**src/assert_macros.svh**
```systemverilog
// Assertion macros for the signal light history voter RTL; slhv_ctrl uses them.
// Each macro expects clk and rst_n in scope; it depends on nothing else.
`ifndef ASSERT_MACROS_SVH
`define ASSERT_MACROS_SVH

// Property that must hold at every clock edge outside reset.
`define SLHV_ASSERT(label, prop, msg) \
    label: assert property (@(posedge clk) disable iff (!rst_n) prop) else $error(msg);

// Condition that must never be seen outside reset.
`define SLHV_NEVER(label, cond, msg) \
    `SLHV_ASSERT(label, !(cond), msg)

`endif

```
**src/slhv_pkg.sv**
```systemverilog
// Shared types and constants of the signal light history voter.
// Used by slhv_ctrl, slhv_datapath and the top level; depends on nothing.
package slhv_pkg;

    // Command codes carried in the input tuser field.
    localparam logic [1:0] CMD_FRAME      = 2'd0;
    localparam logic [1:0] CMD_MISS_KEEP  = 2'd1;
    localparam logic [1:0] CMD_MISS_CLEAR = 2'd2;

    // Configuration register indexes.
    localparam int         CFG_INDEX_W  = 2;
    localparam logic [CFG_INDEX_W-1:0] CFG_TOLERANCE = 2'd0;
    localparam logic [CFG_INDEX_W-1:0] CFG_MAX_JUMP  = 2'd1;

    // Reset values of the configuration registers.
    localparam logic [6:0]  TOL_RESET  = 7'd1;
    localparam logic [15:0] JUMP_RESET = 16'd200;
    localparam logic [31:0] LIM_RESET  = 32'(JUMP_RESET) * 32'(JUMP_RESET);

    // Visibility counter limits and reset value.
    localparam logic signed [15:0] VIS_MAX   = 16'sh7FFF;
    localparam logic signed [15:0] VIS_MIN   = 16'sh8000;
    localparam logic signed [15:0] VIS_RESET = -16'sd1;

    // Cycles from the last ring read until the jump flag is settled.
    localparam int          DRAIN_W      = 2;
    localparam logic [DRAIN_W-1:0] DRAIN_LAST = 2'd2;

    // Lamp vote codes.
    typedef enum logic [1:0] {
        LAMP_OFF   = 2'd0,
        LAMP_ON    = 2'd1,
        LAMP_BLINK = 2'd2,
        LAMP_UNDEC = 2'd3
    } lamp_t;

    // Result status codes.
    typedef enum logic [2:0] {
        STAT_PARTIAL   = 3'd0,
        STAT_VOTED     = 3'd1,
        STAT_JUMP      = 3'd2,
        STAT_UNDECIDED = 3'd3,
        STAT_MISS      = 3'd4
    } status_t;

    // What the current word needs after it has been taken.
    typedef enum logic [1:0] {
        KIND_MISS    = 2'd0,
        KIND_PARTIAL = 2'd1,
        KIND_WALK    = 2'd2
    } kind_t;

    // Controller states.
    typedef enum logic [2:0] {
        ST_IDLE,
        ST_DECIDE,
        ST_WALK,
        ST_DRAIN,
        ST_FINISH
    } state_t;

    // One ring entry: lamp bits (red at bit 0) and target position.
    typedef struct packed {
        logic signed [15:0] y;
        logic signed [15:0] x;
        logic [2:0]         lamps;
    } entry_t;

    // Commands from the controller to the datapath.
    typedef struct packed {
        logic take;
        logic walk_rd;
        logic walk_first;
        logic emit;
    } ctrl_cmd_t;

    // Status from the datapath to the controller.
    typedef struct packed {
        kind_t kind;
        logic  out_free;
    } dp_status_t;

endpackage

```
**src/slhv_ctrl.sv**
```systemverilog
// Controller state machine of the signal light history voter.
// Depends on slhv_pkg and assert_macros.svh; drives slhv_datapath by commands.
`include "assert_macros.svh"

module slhv_ctrl
    import slhv_pkg::*;
#(
    parameter int HISTORY_DEPTH = 16
)
(
    input  logic       clk,
    input  logic       rst_n,
    input  logic       s_tvalid,
    output logic       s_tready,
    input  dp_status_t dp_st,
    output ctrl_cmd_t  cmd
);

    localparam int WALK_W = $clog2(HISTORY_DEPTH);
    localparam logic [WALK_W-1:0] WALK_LAST = WALK_W'(HISTORY_DEPTH - 1);

    state_t              state_reg, state_next;
    logic [WALK_W-1:0]   walk_cnt_reg, walk_cnt_next;
    logic [DRAIN_W-1:0]  drain_cnt_reg, drain_cnt_next;

    // State and counter registers.
    always_ff @(posedge clk or negedge rst_n)
    begin
        if (!rst_n)
        begin
            state_reg     <= ST_IDLE;
            walk_cnt_reg  <= '0;
            drain_cnt_reg <= '0;
        end
        else
        begin
            state_reg     <= state_next;
            walk_cnt_reg  <= walk_cnt_next;
            drain_cnt_reg <= drain_cnt_next;
        end
    end

    // Next state.
    always_comb
    begin
        state_next = state_reg;
        unique case (state_reg)
            ST_IDLE:
            begin
                if (s_tvalid)
                    state_next = ST_DECIDE;
            end
            ST_DECIDE:
            begin
                if (dp_st.kind == KIND_WALK)
                    state_next = ST_WALK;
                else
                    state_next = ST_FINISH;
            end
            ST_WALK:
            begin
                if (walk_cnt_reg == WALK_LAST)
                    state_next = ST_DRAIN;
            end
            ST_DRAIN:
            begin
                if (drain_cnt_reg == DRAIN_LAST)
                    state_next = ST_FINISH;
            end
            ST_FINISH:
            begin
                if (dp_st.out_free)
                    state_next = ST_IDLE;
            end
            default: state_next = ST_IDLE;
        endcase
    end

    // Walk and drain counters run only in their own states.
    always_comb
    begin
        walk_cnt_next  = (state_reg == ST_WALK)  ? walk_cnt_reg + 1'b1  : '0;
        drain_cnt_next = (state_reg == ST_DRAIN) ? drain_cnt_reg + 1'b1 : '0;
    end

    // Outputs and datapath commands.
    always_comb
    begin
        s_tready       = 1'b0;
        cmd            = '0;
        unique case (state_reg)
            ST_IDLE:
            begin
                s_tready = 1'b1;
                cmd.take = s_tvalid;
            end
            ST_WALK:
            begin
                cmd.walk_rd    = 1'b1;
                cmd.walk_first = (walk_cnt_reg == '0);
            end
            ST_FINISH:
            begin
                cmd.emit = dp_st.out_free;
            end
            default:
            begin
                cmd = '0;
            end
        endcase
    end

    `SLHV_ASSERT(a_emit_needs_slot, cmd.emit |-> dp_st.out_free, "result loaded into a full slot")
    `SLHV_ASSERT(a_take_to_decide, cmd.take |=> (state_reg == ST_DECIDE), "taken word not decided")
    `SLHV_ASSERT(a_short_path, (state_reg == ST_DECIDE && dp_st.kind != KIND_WALK) |=> (state_reg == ST_FINISH), "miss or partial word walked the ring")
    `SLHV_ASSERT(a_walk_length, (state_reg == ST_WALK && walk_cnt_reg == WALK_LAST) |=> (state_reg == ST_DRAIN), "walk ran past the ring depth")

endmodule

```
**src/slhv_datapath.sv**
```systemverilog
// Datapath of the signal light history voter: ring memory, jump pipeline,
// lamp counters, voting, visibility counter and output register. Uses slhv_pkg.
module slhv_datapath
    import slhv_pkg::*;
#(
    parameter int HISTORY_DEPTH = 16
)
(
    input  logic                   clk,
    input  logic                   rst_n,
    input  ctrl_cmd_t              cmd,
    output dp_status_t             dp_st,
    input  logic [39:0]            s_tdata,
    input  logic [1:0]             s_tuser,
    input  logic                   cfg_we,
    input  logic [CFG_INDEX_W-1:0] cfg_index,
    input  logic [15:0]            cfg_data,
    input  logic                   m_tready,
    output logic                   m_tvalid,
    output logic [23:0]            m_tdata,
    output logic [3:0]             m_tuser
);

    localparam int HEAD_W = $clog2(HISTORY_DEPTH);
    localparam int CNT_W  = $clog2(HISTORY_DEPTH + 1);
    localparam int VOTE_W = ((CNT_W > 7) ? CNT_W : 7) + 2;
    localparam logic [HEAD_W-1:0] HEAD_LAST = HEAD_W'(HISTORY_DEPTH - 1);
    localparam logic [CNT_W-1:0]  CNT_FULL  = CNT_W'(HISTORY_DEPTH);
    localparam logic [CNT_W-1:0]  CNT_PART  = CNT_W'(HISTORY_DEPTH - 1);

    // Vote one lamp from its on-frame count.
    function automatic lamp_t vote_lamp(input logic [CNT_W-1:0] c, input logic [6:0] t);
        logic signed [VOTE_W-1:0] cs;
        logic signed [VOTE_W-1:0] ts;
        logic signed [VOTE_W-1:0] n;
        logic signed [VOTE_W-1:0] h;
        lamp_t                    v;
        cs = $signed(VOTE_W'(c));
        ts = $signed(VOTE_W'(t));
        n  = $signed(VOTE_W'(HISTORY_DEPTH));
        h  = $signed(VOTE_W'(HISTORY_DEPTH / 2));
        if (cs > n - ts)
            v = LAMP_ON;
        else if (cs > h - ts && cs < h + ts)
            v = LAMP_BLINK;
        else if (cs < ts)
            v = LAMP_OFF;
        else
            v = LAMP_UNDEC;
        return v;
    endfunction

    entry_t              ring_mem [HISTORY_DEPTH];
    entry_t              in_entry;
    logic [1:0]          in_cmd;
    logic                wr_en;

    logic [6:0]          tol_reg;
    logic [15:0]         jump_mm_reg;
    logic [31:0]         lim_reg;

    logic [HEAD_W-1:0]   head_reg, ptr_reg;
    logic [CNT_W-1:0]    count_reg;
    kind_t               kind_reg;
    logic [2:0]          item_lamps_reg;

    entry_t              rd_data_reg;
    logic                v1_reg, f1_reg, v2_reg, v3_reg;
    logic signed [15:0]  prev_x_reg, prev_y_reg;
    logic [15:0]         adx_reg, ady_reg;
    logic [31:0]         sqx_reg, sqy_reg;
    logic                jump_reg;
    logic [CNT_W-1:0]    cnt_r_reg, cnt_y_reg, cnt_g_reg;
    logic signed [16:0]  dx, dy;
    logic [32:0]         dist2;

    logic signed [15:0]  vis_reg, vis_next;
    logic [5:0]          held_reg;
    lamp_t               vote_r, vote_y, vote_g;
    logic                report;
    logic [5:0]          res_states;
    logic                res_ready;
    status_t             res_status;

    logic                out_valid_reg;
    logic [5:0]          out_states_reg;
    logic                out_ready_reg;
    logic signed [15:0]  out_vis_reg;
    status_t             out_status_reg;

    // Input word unpacking.
    assign in_entry.lamps = s_tdata[2:0];
    assign in_entry.x     = s_tdata[18:3];
    assign in_entry.y     = s_tdata[34:19];
    assign in_cmd         = s_tuser;
    assign wr_en          = cmd.take && (in_cmd == CMD_FRAME);

    // Configuration registers; the squared jump limit follows in the next cycle.
    always_ff @(posedge clk or negedge rst_n)
    begin
        if (!rst_n)
        begin
            tol_reg     <= TOL_RESET;
            jump_mm_reg <= JUMP_RESET;
            lim_reg     <= LIM_RESET;
        end
        else
        begin
            lim_reg <= 32'(jump_mm_reg) * 32'(jump_mm_reg);
            if (cfg_we)
            begin
                unique case (cfg_index)
                    CFG_TOLERANCE: tol_reg     <= cfg_data[6:0];
                    CFG_MAX_JUMP:  jump_mm_reg <= cfg_data;
                    default:       tol_reg     <= tol_reg;
                endcase
            end
        end
    end

    // Ring memory: one write port at the head, one registered read port.
    always_ff @(posedge clk)
    begin
        if (wr_en)
            ring_mem[head_reg] <= in_entry;
        if (cmd.walk_rd)
            rd_data_reg <= ring_mem[ptr_reg];
    end

    // Ring bookkeeping and classification of the taken word.
    always_ff @(posedge clk or negedge rst_n)
    begin
        if (!rst_n)
        begin
            head_reg       <= '0;
            ptr_reg        <= '0;
            count_reg      <= '0;
            kind_reg       <= KIND_MISS;
            item_lamps_reg <= '0;
        end
        else if (cmd.take)
        begin
            item_lamps_reg <= in_entry.lamps;
            if (in_cmd == CMD_FRAME)
            begin
                // The walk starts at the slot being written now.
                ptr_reg  <= head_reg;
                head_reg <= (head_reg == HEAD_LAST) ? '0 : head_reg + 1'b1;
                if (count_reg != CNT_FULL)
                    count_reg <= count_reg + 1'b1;
                kind_reg <= (count_reg < CNT_PART) ? KIND_PARTIAL : KIND_WALK;
            end
            else
            begin
                if (in_cmd == CMD_MISS_CLEAR)
                begin
                    head_reg  <= '0;
                    count_reg <= '0;
                end
                kind_reg <= KIND_MISS;
            end
        end
        else if (cmd.walk_rd)
        begin
            ptr_reg <= (ptr_reg == '0) ? HEAD_LAST : ptr_reg - 1'b1;
        end
    end

    // Position differences of adjacent entries, newest first.
    assign dx    = {rd_data_reg.x[15], rd_data_reg.x} - {prev_x_reg[15], prev_x_reg};
    assign dy    = {rd_data_reg.y[15], rd_data_reg.y} - {prev_y_reg[15], prev_y_reg};
    assign dist2 = {1'b0, sqx_reg} + {1'b0, sqy_reg};

    // Walk pipeline: read, absolute difference, square, compare.
    always_ff @(posedge clk or negedge rst_n)
    begin
        if (!rst_n)
        begin
            v1_reg    <= 1'b0;
            f1_reg    <= 1'b0;
            v2_reg    <= 1'b0;
            v3_reg    <= 1'b0;
            jump_reg  <= 1'b0;
            cnt_r_reg <= '0;
            cnt_y_reg <= '0;
            cnt_g_reg <= '0;
        end
        else
        begin
            v1_reg <= cmd.walk_rd;
            f1_reg <= cmd.walk_first;
            v2_reg <= v1_reg && !f1_reg;
            v3_reg <= v2_reg;
            if (cmd.take)
            begin
                jump_reg  <= 1'b0;
                cnt_r_reg <= '0;
                cnt_y_reg <= '0;
                cnt_g_reg <= '0;
            end
            else
            begin
                if (v1_reg)
                begin
                    cnt_r_reg <= cnt_r_reg + CNT_W'(rd_data_reg.lamps[0]);
                    cnt_y_reg <= cnt_y_reg + CNT_W'(rd_data_reg.lamps[1]);
                    cnt_g_reg <= cnt_g_reg + CNT_W'(rd_data_reg.lamps[2]);
                end
                if (v3_reg && !(dist2 < {1'b0, lim_reg}))
                    jump_reg <= 1'b1;
            end
        end
    end

    // Pipeline payload registers.
    always_ff @(posedge clk)
    begin
        if (v1_reg)
        begin
            prev_x_reg <= rd_data_reg.x;
            prev_y_reg <= rd_data_reg.y;
            adx_reg    <= dx[16] ? 16'(-dx) : dx[15:0];
            ady_reg    <= dy[16] ? 16'(-dy) : dy[15:0];
        end
        if (v2_reg)
        begin
            sqx_reg <= 32'(adx_reg) * 32'(adx_reg);
            sqy_reg <= 32'(ady_reg) * 32'(ady_reg);
        end
    end

    // Result selection from the kind of word and the walk outcome.
    always_comb
    begin
        vote_r     = vote_lamp(cnt_r_reg, tol_reg);
        vote_y     = vote_lamp(cnt_y_reg, tol_reg);
        vote_g     = vote_lamp(cnt_g_reg, tol_reg);
        report     = 1'b0;
        res_states = held_reg;
        res_ready  = 1'b0;
        res_status = STAT_MISS;
        case (kind_reg)
            KIND_PARTIAL:
            begin
                report     = 1'b1;
                res_states = {1'b0, item_lamps_reg[2], 1'b0, item_lamps_reg[1],
                              1'b0, item_lamps_reg[0]};
                res_status = STAT_PARTIAL;
            end
            KIND_WALK:
            begin
                if (jump_reg)
                    res_status = STAT_JUMP;
                else if (vote_r == LAMP_UNDEC || vote_y == LAMP_UNDEC ||
                         vote_g == LAMP_UNDEC)
                    res_status = STAT_UNDECIDED;
                else
                begin
                    report     = 1'b1;
                    res_states = {vote_g, vote_y, vote_r};
                    res_ready  = 1'b1;
                    res_status = STAT_VOTED;
                end
            end
            default:
            begin
                res_status = STAT_MISS;
            end
        endcase
    end

    // Saturating visibility count: reports count up, failures count down.
    always_comb
    begin
        if (report)
        begin
            if (vis_reg < 0)
                vis_next = 16'sd1;
            else if (vis_reg == VIS_MAX)
                vis_next = vis_reg;
            else
                vis_next = vis_reg + 16'sd1;
        end
        else
        begin
            if (vis_reg >= 0)
                vis_next = -16'sd1;
            else if (vis_reg == VIS_MIN)
                vis_next = vis_reg;
            else
                vis_next = vis_reg - 16'sd1;
        end
    end

    // Held states, visibility and output valid.
    always_ff @(posedge clk or negedge rst_n)
    begin
        if (!rst_n)
        begin
            vis_reg       <= VIS_RESET;
            held_reg      <= '0;
            out_valid_reg <= 1'b0;
        end
        else
        begin
            if (cmd.emit)
            begin
                vis_reg       <= vis_next;
                held_reg      <= res_states;
                out_valid_reg <= 1'b1;
            end
            else if (m_tready)
            begin
                out_valid_reg <= 1'b0;
            end
        end
    end

    // Output payload register.
    always_ff @(posedge clk)
    begin
        if (cmd.emit)
        begin
            out_states_reg <= res_states;
            out_ready_reg  <= res_ready;
            out_vis_reg    <= vis_next;
            out_status_reg <= res_status;
        end
    end

    assign dp_st.kind     = kind_reg;
    assign dp_st.out_free = !out_valid_reg || m_tready;
    assign m_tvalid       = out_valid_reg;
    assign m_tdata        = {2'b00, out_vis_reg, out_states_reg};
    assign m_tuser        = {out_status_reg, out_ready_reg};

endmodule

```
**src/signal_light_history_voter.sv**
```systemverilog
// Top level of the signal light history voter.
// Depends on slhv_pkg, slhv_ctrl and slhv_datapath.
//
//  Channel   Signals                             Moves
//  s_*       s_tvalid s_tready s_tdata s_tuser   one frame or miss word in
//  m_*       m_tvalid m_tready m_tdata m_tuser   one result word out
//  cfg_*     cfg_valid cfg_ready cfg_index       one register write
//            cfg_data
//
// A frame word on a full ring goes from accept through the decide state and the walk
// (one ring read per cycle), then the drain state for the difference, square and compare
// stages, then the finish state. A miss word or a frame on a partly filled ring goes from decide to finish.
// A result waits in the output register while m_tready is low; the next word is
// taken meanwhile and held at its end until the register is free.
// Reset is asynchronous and active low; the ring needs no clearing pass.
module signal_light_history_voter
    import slhv_pkg::*;
#(
    parameter int HISTORY_DEPTH = 16
)
(
    input  logic                   clk,
    input  logic                   rst_n,
    // Input word.
    input  logic                   s_tvalid,
    output logic                   s_tready,
    input  logic [39:0]            s_tdata,   // red_on, yellow_on, green_on, pos_x_mm, pos_y_mm
    input  logic [1:0]             s_tuser,   // cmd
    // Result word.
    output logic                   m_tvalid,
    input  logic                   m_tready,
    output logic [23:0]            m_tdata,   // red_state, yellow_state, green_state, visibility
    output logic [3:0]             m_tuser,   // ready_res, status
    // Register writes.
    input  logic                   cfg_valid,
    output logic                   cfg_ready,
    input  logic [CFG_INDEX_W-1:0] cfg_index,
    input  logic [15:0]            cfg_data
);

    ctrl_cmd_t  cmd;
    dp_status_t dp_st;

    // Register writes are always taken.
    assign cfg_ready = 1'b1;

    slhv_ctrl #(
        .HISTORY_DEPTH (HISTORY_DEPTH)
    ) u_ctrl (
        .clk      (clk),
        .rst_n    (rst_n),
        .s_tvalid (s_tvalid),
        .s_tready (s_tready),
        .dp_st    (dp_st),
        .cmd      (cmd)
    );

    slhv_datapath #(
        .HISTORY_DEPTH (HISTORY_DEPTH)
    ) u_datapath (
        .clk       (clk),
        .rst_n     (rst_n),
        .cmd       (cmd),
        .dp_st     (dp_st),
        .s_tdata   (s_tdata),
        .s_tuser   (s_tuser),
        .cfg_we    (cfg_valid && cfg_ready),
        .cfg_index (cfg_index),
        .cfg_data  (cfg_data),
        .m_tready  (m_tready),
        .m_tvalid  (m_tvalid),
        .m_tdata   (m_tdata),
        .m_tuser   (m_tuser)
    );

endmodule
```
**config.mk**
```make
export PLATFORM = sky130hd
export DESIGN_NAME = signal_light_history_voter
export DESIGN_NICKNAME = d
export VERILOG_FILES = /design/src/slhv_pkg.sv /design/src/slhv_ctrl.sv /design/src/slhv_datapath.sv /design/src/signal_light_history_voter.sv
export VERILOG_INCLUDE_DIRS = /design/src /design/src/src
export SDC_FILE = /design/constraint.sdc
export NUM_CORES = 2
export LEC_CHECK = 0
export ABC_AREA = 0
export BUFFER_PORTS_ARGS = -buffer_cell sky130_fd_sc_hd__clkbuf_2
export CORE_MARGIN = 4
export CORE_UTILIZATION = 65
export DETAILED_ROUTE_END_ITERATION = 8
export PLACE_DENSITY = 0.79
export SLEW_MARGIN = 40
export SYNTH_ARGS = -nofsm -noshare
export SYNTH_HDL_FRONTEND = slang
export SYNTH_SLANG_ARGS = --single-unit
```
**constraint.sdc**
```tcl
create_clock -name clk -period 8.45 [get_ports clk]
set_input_delay 0.845 -clock clk [delete_from_list [all_inputs] [get_ports clk]]
set_output_delay 0.845 -clock clk [all_outputs]
set_load 0.03 [all_outputs]
```
==> Yosys cells after proc, flatten, opt, wreduce, memory -nomap -nowiden <==
Memory sizes are Yosys's and may differ from the RTL's. A register that Yosys moved wholly into a read port is not among the register bits.
Index checks and enable logic that the tools add are counted.
{ "totals": {"inputBits": 65, "ram_bits": 560, "out_inout_bits": 31, "mem_count": 1, "regBits": 279} }
{ "op_classes": {"reduce_logical": 28, "eq_ne": 23, "magnitude_cmp": 16, "mul": 3, "add_sub_neg": 18, "muxes": 61} }
{ "memory_table": {"columns": ["memory", "words", "width", "rd", "rd_ports_with_merged_regs", "write_ports", "line_no", "rtl"], "rows": [
  ["u_datapath.ring_mem", 16, 35, 1, 1, 1, "slhv_datapath.sv:53", "entry_t ring_mem [HISTORY_DEPTH];"]
]} }
{ "ops": {"columns": ["operator", "n"], "rows": [
  ["$mux W16", 7],
  ["$mul A16 B16 Y32", 3],
  ["$gt A6 B9 Y1", 6],
  ["$mux W5", 9],
  ["$sub A16 B16 Y17", 2],
  ["$add A32 B32 Y33", 1],
  ["$lt A33 B32 Y1", 1],
  ["$eq A16 B16 Y1 const B", 2],
  ["$mux W4", 8],
  ["$neg A16 Y16", 2],
  ["$mux W2", 14],
  ["$lt A6 B9 Y1", 3],
  ["$lt A5 B7 Y1", 3],
  ["$mux W3", 6],
  ["$add A16 B2 Y16 const B", 1],
  ["$ge A16 B1 Y1 const B", 1],
  ["$lt A16 B1 Y1 const B", 1],
  ["$sub A16 B2 Y16 const B", 1],
  ["$add A5 B1 Y5", 3],
  ["$pmux W3 S5", 1],
  ["$eq A2 B2 Y1 const B", 6],
  ["$mux W6", 2],
  ["$pmux W6 S2", 1],
  ["$mux W1", 11],
  ["other kinds (28)", 54]
]} }

==> Depth between registers and ports, before layout <==
{ "depth": {"depth_word": 12, "mapped_depth": 25} }

==> By module <==
A second synthesis with hierarchy kept.
{ "hier_totals": {"cells_unflattened": 4796, "area_unflattened_um2": 59759.8} }
{ "modules_own_cells": {"columns": ["mod", "cells_per_inst", "seq_area_each_um2", "area_per_inst_um2", "instances"], "rows": [
  ["slhv_datapath", 4748, 25340.6, 59258.1, 1],
  ["slhv_ctrl", 46, 225.2, 490.5, 1],
  ["signal_light_history_voter", 2, 0.0, 11.3, 1]
]} }

==> Least setup slack after synthesis <==
Ideal clock, no wire load.
{ "synth_timing": {"path_kind": "register -> register", "from": "reg u_datapath.ady_reg[1]", "to": "reg u_datapath.sqy_reg[31] (data pin)", "t_arrival_ns": 6.193, "stages_incl_launch_ff": 26, "t_required_ns": 8.190, "path_buffers": 2, "path_slack_ns": 1.997, "path_cell_list": "edfxtp_1 clkbuf_1 clkbuf_1 and2_1 fa_1 inv_1 fa_1 inv_1 fa_1 inv_1 fa_1 inv_1 fa_1 inv_1 fa_1 inv_1 ha_1 and3_1 a221oi_1 o211ai_1 a31oi_1 a21oi_1 a2111oi_0 o21bai_1 a21oi_1 xnor2_1"} }
{ "synth_via": {"elab_chain_len": 1} }
{ "synth_rtl": {"columns": ["item", "line_no", "rtl"], "rows": [
  ["start, declared", "slhv_datapath.sv:70", "logic [15:0] adx_reg, ady_reg;"],
  ["start signal, assigned", "slhv_datapath.sv:223", "ady_reg <= dy[16] ? 16'(-dy) : dy[15:0];"],
  ["$mul A16 B16 Y32", "slhv_datapath.sv:228", "sqy_reg <= 32'(ady_reg) * 32'(ady_reg);"],
  ["end signal, assigned", "slhv_datapath.sv:228", null],
  ["end, declared", "slhv_datapath.sv:71", "logic [31:0] sqx_reg, sqy_reg;"]
]} }
No other way between the ends.
A chain may end at the register's enable or synchronous reset.

==> Worst setup path in the final report <==
{ "layout_timing": {"from": "reg u_datapath.ady_reg[2]", "to": "reg u_datapath.sqy_reg[31] (data pin)"} }
Same word-level chain as after synthesis.

==> impl_metrics.toml <==
[job]
cap_violations = 0

[clock_network]
cts_root_buf = "clkbuf_16"
htree_levels = 3
cts_buffers = 86
cts_resized = 0
post_cts_buffers = 0
holdBufCountCts = 0
cts_tree = "built"
cts.sinks = 871
clock_latency_ns = 0.69
cts_buffer_depth = 3
path_clk_slew_ns = 0.06

[synthesis]
synth-async-reset-ratio = 0.1424
netlist_top_cells_area = "edfxtp_1 (38%), fa_1 (16%), ha_1 (9.7%), mux4_2 (6.6%), inv_1 (5.4%)"
ys_ff_latch = 871
ys_warn_count = 0
synth.top_cell.area_share = 0.3777
synthFlopType = "edfxtp_1"
synth.distinct_cells = 84
ys_seq_area_frac = 0.4305
yosys.area.top_type = "edfxtp_1"
synthCells = 4756
avgSynthCellArea_sq_um = 12.49
syn_area_sq_um = 59390
synth_edf_count = 747

[floorplanning]
dieArea_sq_um = 96270
num_rows = 110
fp.dieW_um = 310.3
start_util = 0.6578
design.portCount = 96
core_area_sq_um = 90290
die_y_um = 310.3

[routing]
dr.pass1.iters = 5
via_per_inst = 6.013
post-route-drc-count = 0
routed_wl_um = 130900
wire_per_inst_um = 21.57
drtAntennaViolNets = 0
num_vias = 36500
drt_iter0_markers = 3445

[layout]
largest_reg_flops = 560
layout.nets = 5833
syn2layout_area_growth_pct = 7.770
drive_above_1_share = 0.1116

[critical_path]
rr_startpoint = "u_datapath.ady_reg[2]$_DFFE_PP_"
setup.worst_path.start_class = "register"
crit_required_ns = 8.85
end_kind = "register"
critical_path_class = "register to register"
worstPathArrival_ns = 7.43
crit_fanout = 16
startpoint = "u_datapath.ady_reg[2]$_DFFE_PP_"

[grt]
grt_max_degree = 70
grt_usage = 0.2828
grt_overflow = 0
grt_pass1_wl_um = 210500
grt_antenna_before_repair = 4
grt_pass1_vias = 38610

[sta]
finalHoldViolations = 0
finalCritPeriodShare = 0.8319
fmax_mhz = 142.3
slew-limit-headroom = 0.4160
finalMaxSlewViolations = 0
rsz0062_at_grt = "no"
worst_slew_pin_slew_ns = 0.8759
period_needed_ns = 7.030
tns_ns = 0
fin_skew_ns = 0.05917
finalSetupViolations = 0

[hold_path]
min_path_type = "input port to asynchronous set/reset pin"

[placement]
io_buffers = 87
place.gp.congestion = 0.8802
dp_hpwl_um = 86390

[status]
outcome = "finished, final reports clean"
## cells in the final DEF (no fill, tap or decap), drive strengths merged, types with 12 or more instances in the layout
cell | synthesis | layout
o21bai | 26 | 26
a21oi | 160 | 160
o21ai | 121 | 121
nand3 | 46 | 46
nor2b | 29 | 29
inv | 863 | 864
dfstp | 25 | 25
clkinv | 0 | 37
and3 | 32 | 32
mux4 | 175 | 175
or2 | 18 | 18
nor3 | 37 | 37
nand4 | 23 | 23
dfrtp | 99 | 99
nand2b | 28 | 28
o211ai | 14 | 14
nor2 | 174 | 174
clkbuf | 128 | 193
edfxtp | 747 | 747
nand2 | 327 | 327
o21a | 32 | 32
a31o | 12 | 12
buf | 21 | 38
fa | 488 | 488
xor2 | 78 | 78
a21o | 75 | 75
a211oi | 18 | 18
ha | 460 | 460
and2 | 147 | 147
xnor2 | 120 | 120
a31oi | 28 | 28
or3 | 15 | 15
mux2 | 30 | 30
## path summary, 6_finish.rpt
kind                                                          to  slack, ns  cells after the start
setup / recovery                u_datapath.sqy_reg[31]$_DFFE_PP_       1.42                     23
hold / removal               u_datapath.count_reg[3]$_DFFE_PN0P_       0.17                      1
setup reg to reg                u_datapath.sqy_reg[31]$_DFFE_PP_       1.42                     23
hold reg to reg                u_ctrl.drain_cnt_reg[0]$_DFF_PN0_       0.46                      1
max in group asynchronous      u_datapath.ptr_reg[1]$_DFFE_PN0P_       7.20                      2
min in group clk           u_datapath.jump_mm_reg[8]$_DFFE_PN0P_       0.45                      2
## critical path, cell delays in order, from the launching register on
cell	delay (ns)
edfxtp_1	0.67
and2_1	0.32
fa_1	0.50
inv_1	0.05
fa_1	0.53
inv_1	0.05
fa_1	0.50
inv_1	0.05
fa_1	0.52
inv_1	0.05
fa_1	0.48
inv_1	0.05
fa_1	0.47
inv_1	0.04
ha_1	0.33
and3_1	0.22
a221oi_1	0.45
o211ai_1	0.22
a31oi_1	0.34
a21oi_1	0.16
a2111oi_0	0.37
o21bai_1	0.12
a21oi_1	0.18
xnor2_1	0.07
## kinds of logic (layout without fill, tap and decap cells)
family,count (synthesis),count (layout),share of synthesized area
fa+ha+maj,948,948,0.2614
other cells,2,6,0.0001265
compound gates,593,593,0.06588
buf+inv,1012,1146,0.06432
mux,215,215,0.07374
simple gates,917,917,0.07485
flops,871,871,0.4305
xor+xnor,198,198,0.02920
## cell type report
type / count / area (sq um)
multi-input cells: 2874 / 30050
fillers: 5937 / 26280
flip-flops and latches: 871 / 25580
inverters: 863 / 3239
clock buffers: 107 / 2241
well taps: 1176 / 1471
repair buffers: 124 / 800.8
clock inverters: 52 / 611.8
diodes: 3 / 7.507
## Yosys cell counts, types with 23 or more instances
library cell and count:
ha_1 460, nor2_1 174, mux2_2 30, nand4_1 23, and3_1 32, dfrtp_1 99
nand3_1 46, dfstp_2 25, nor2b_1 29, clkbuf_1 128, xnor2_1 120, o21bai_1 26
a31oi_1 28, nand2b_1 28, mux4_2 175, nor3_1 37, inv_1 862, fa_1 488
edfxtp_1 747, a21o_1 75, xor2_1 78, o21ai_0 109, o21a_1 32, and2_1 147
a21oi_1 160, nand2_1 327
## metrics by stage
step | setup slack (ns) | instances | cell area [sq um] | hold WS, ns | util
2_1_floorplan | 1.997 | 4757 | 59390 | 0.3771 | -
3_3_place_gp | 1.400 | 5903 | 61020 | 0.4150 | 0.6759
3_5_place_dp | 1.438 | 5906 | 61100 | 0.4202 | 0.6768
4_1_cts | 1.418 | 6065 | 63960 | 0.1653 | 0.7084
5_1_grt | 1.039 | 6069 | 64000 | 0.2069 | 0.7089
6_report | 1.420 | 6070 | 64000 | 0.1675 | 0.7089
## layer usage
metal,share of wire,vias to the layer above,track usage
li1,-,16410,-
met1,0.39,18350,0.3708
met2,0.51,1434,0.4869
met3,0.069,302,0.04724
met4,0.034,2,0.09470
met5,0.000092,-,0
Power is left out: the tool's default activity adds up to more than one toggle a clock period on the data nets, which glitch-free logic cannot reach.
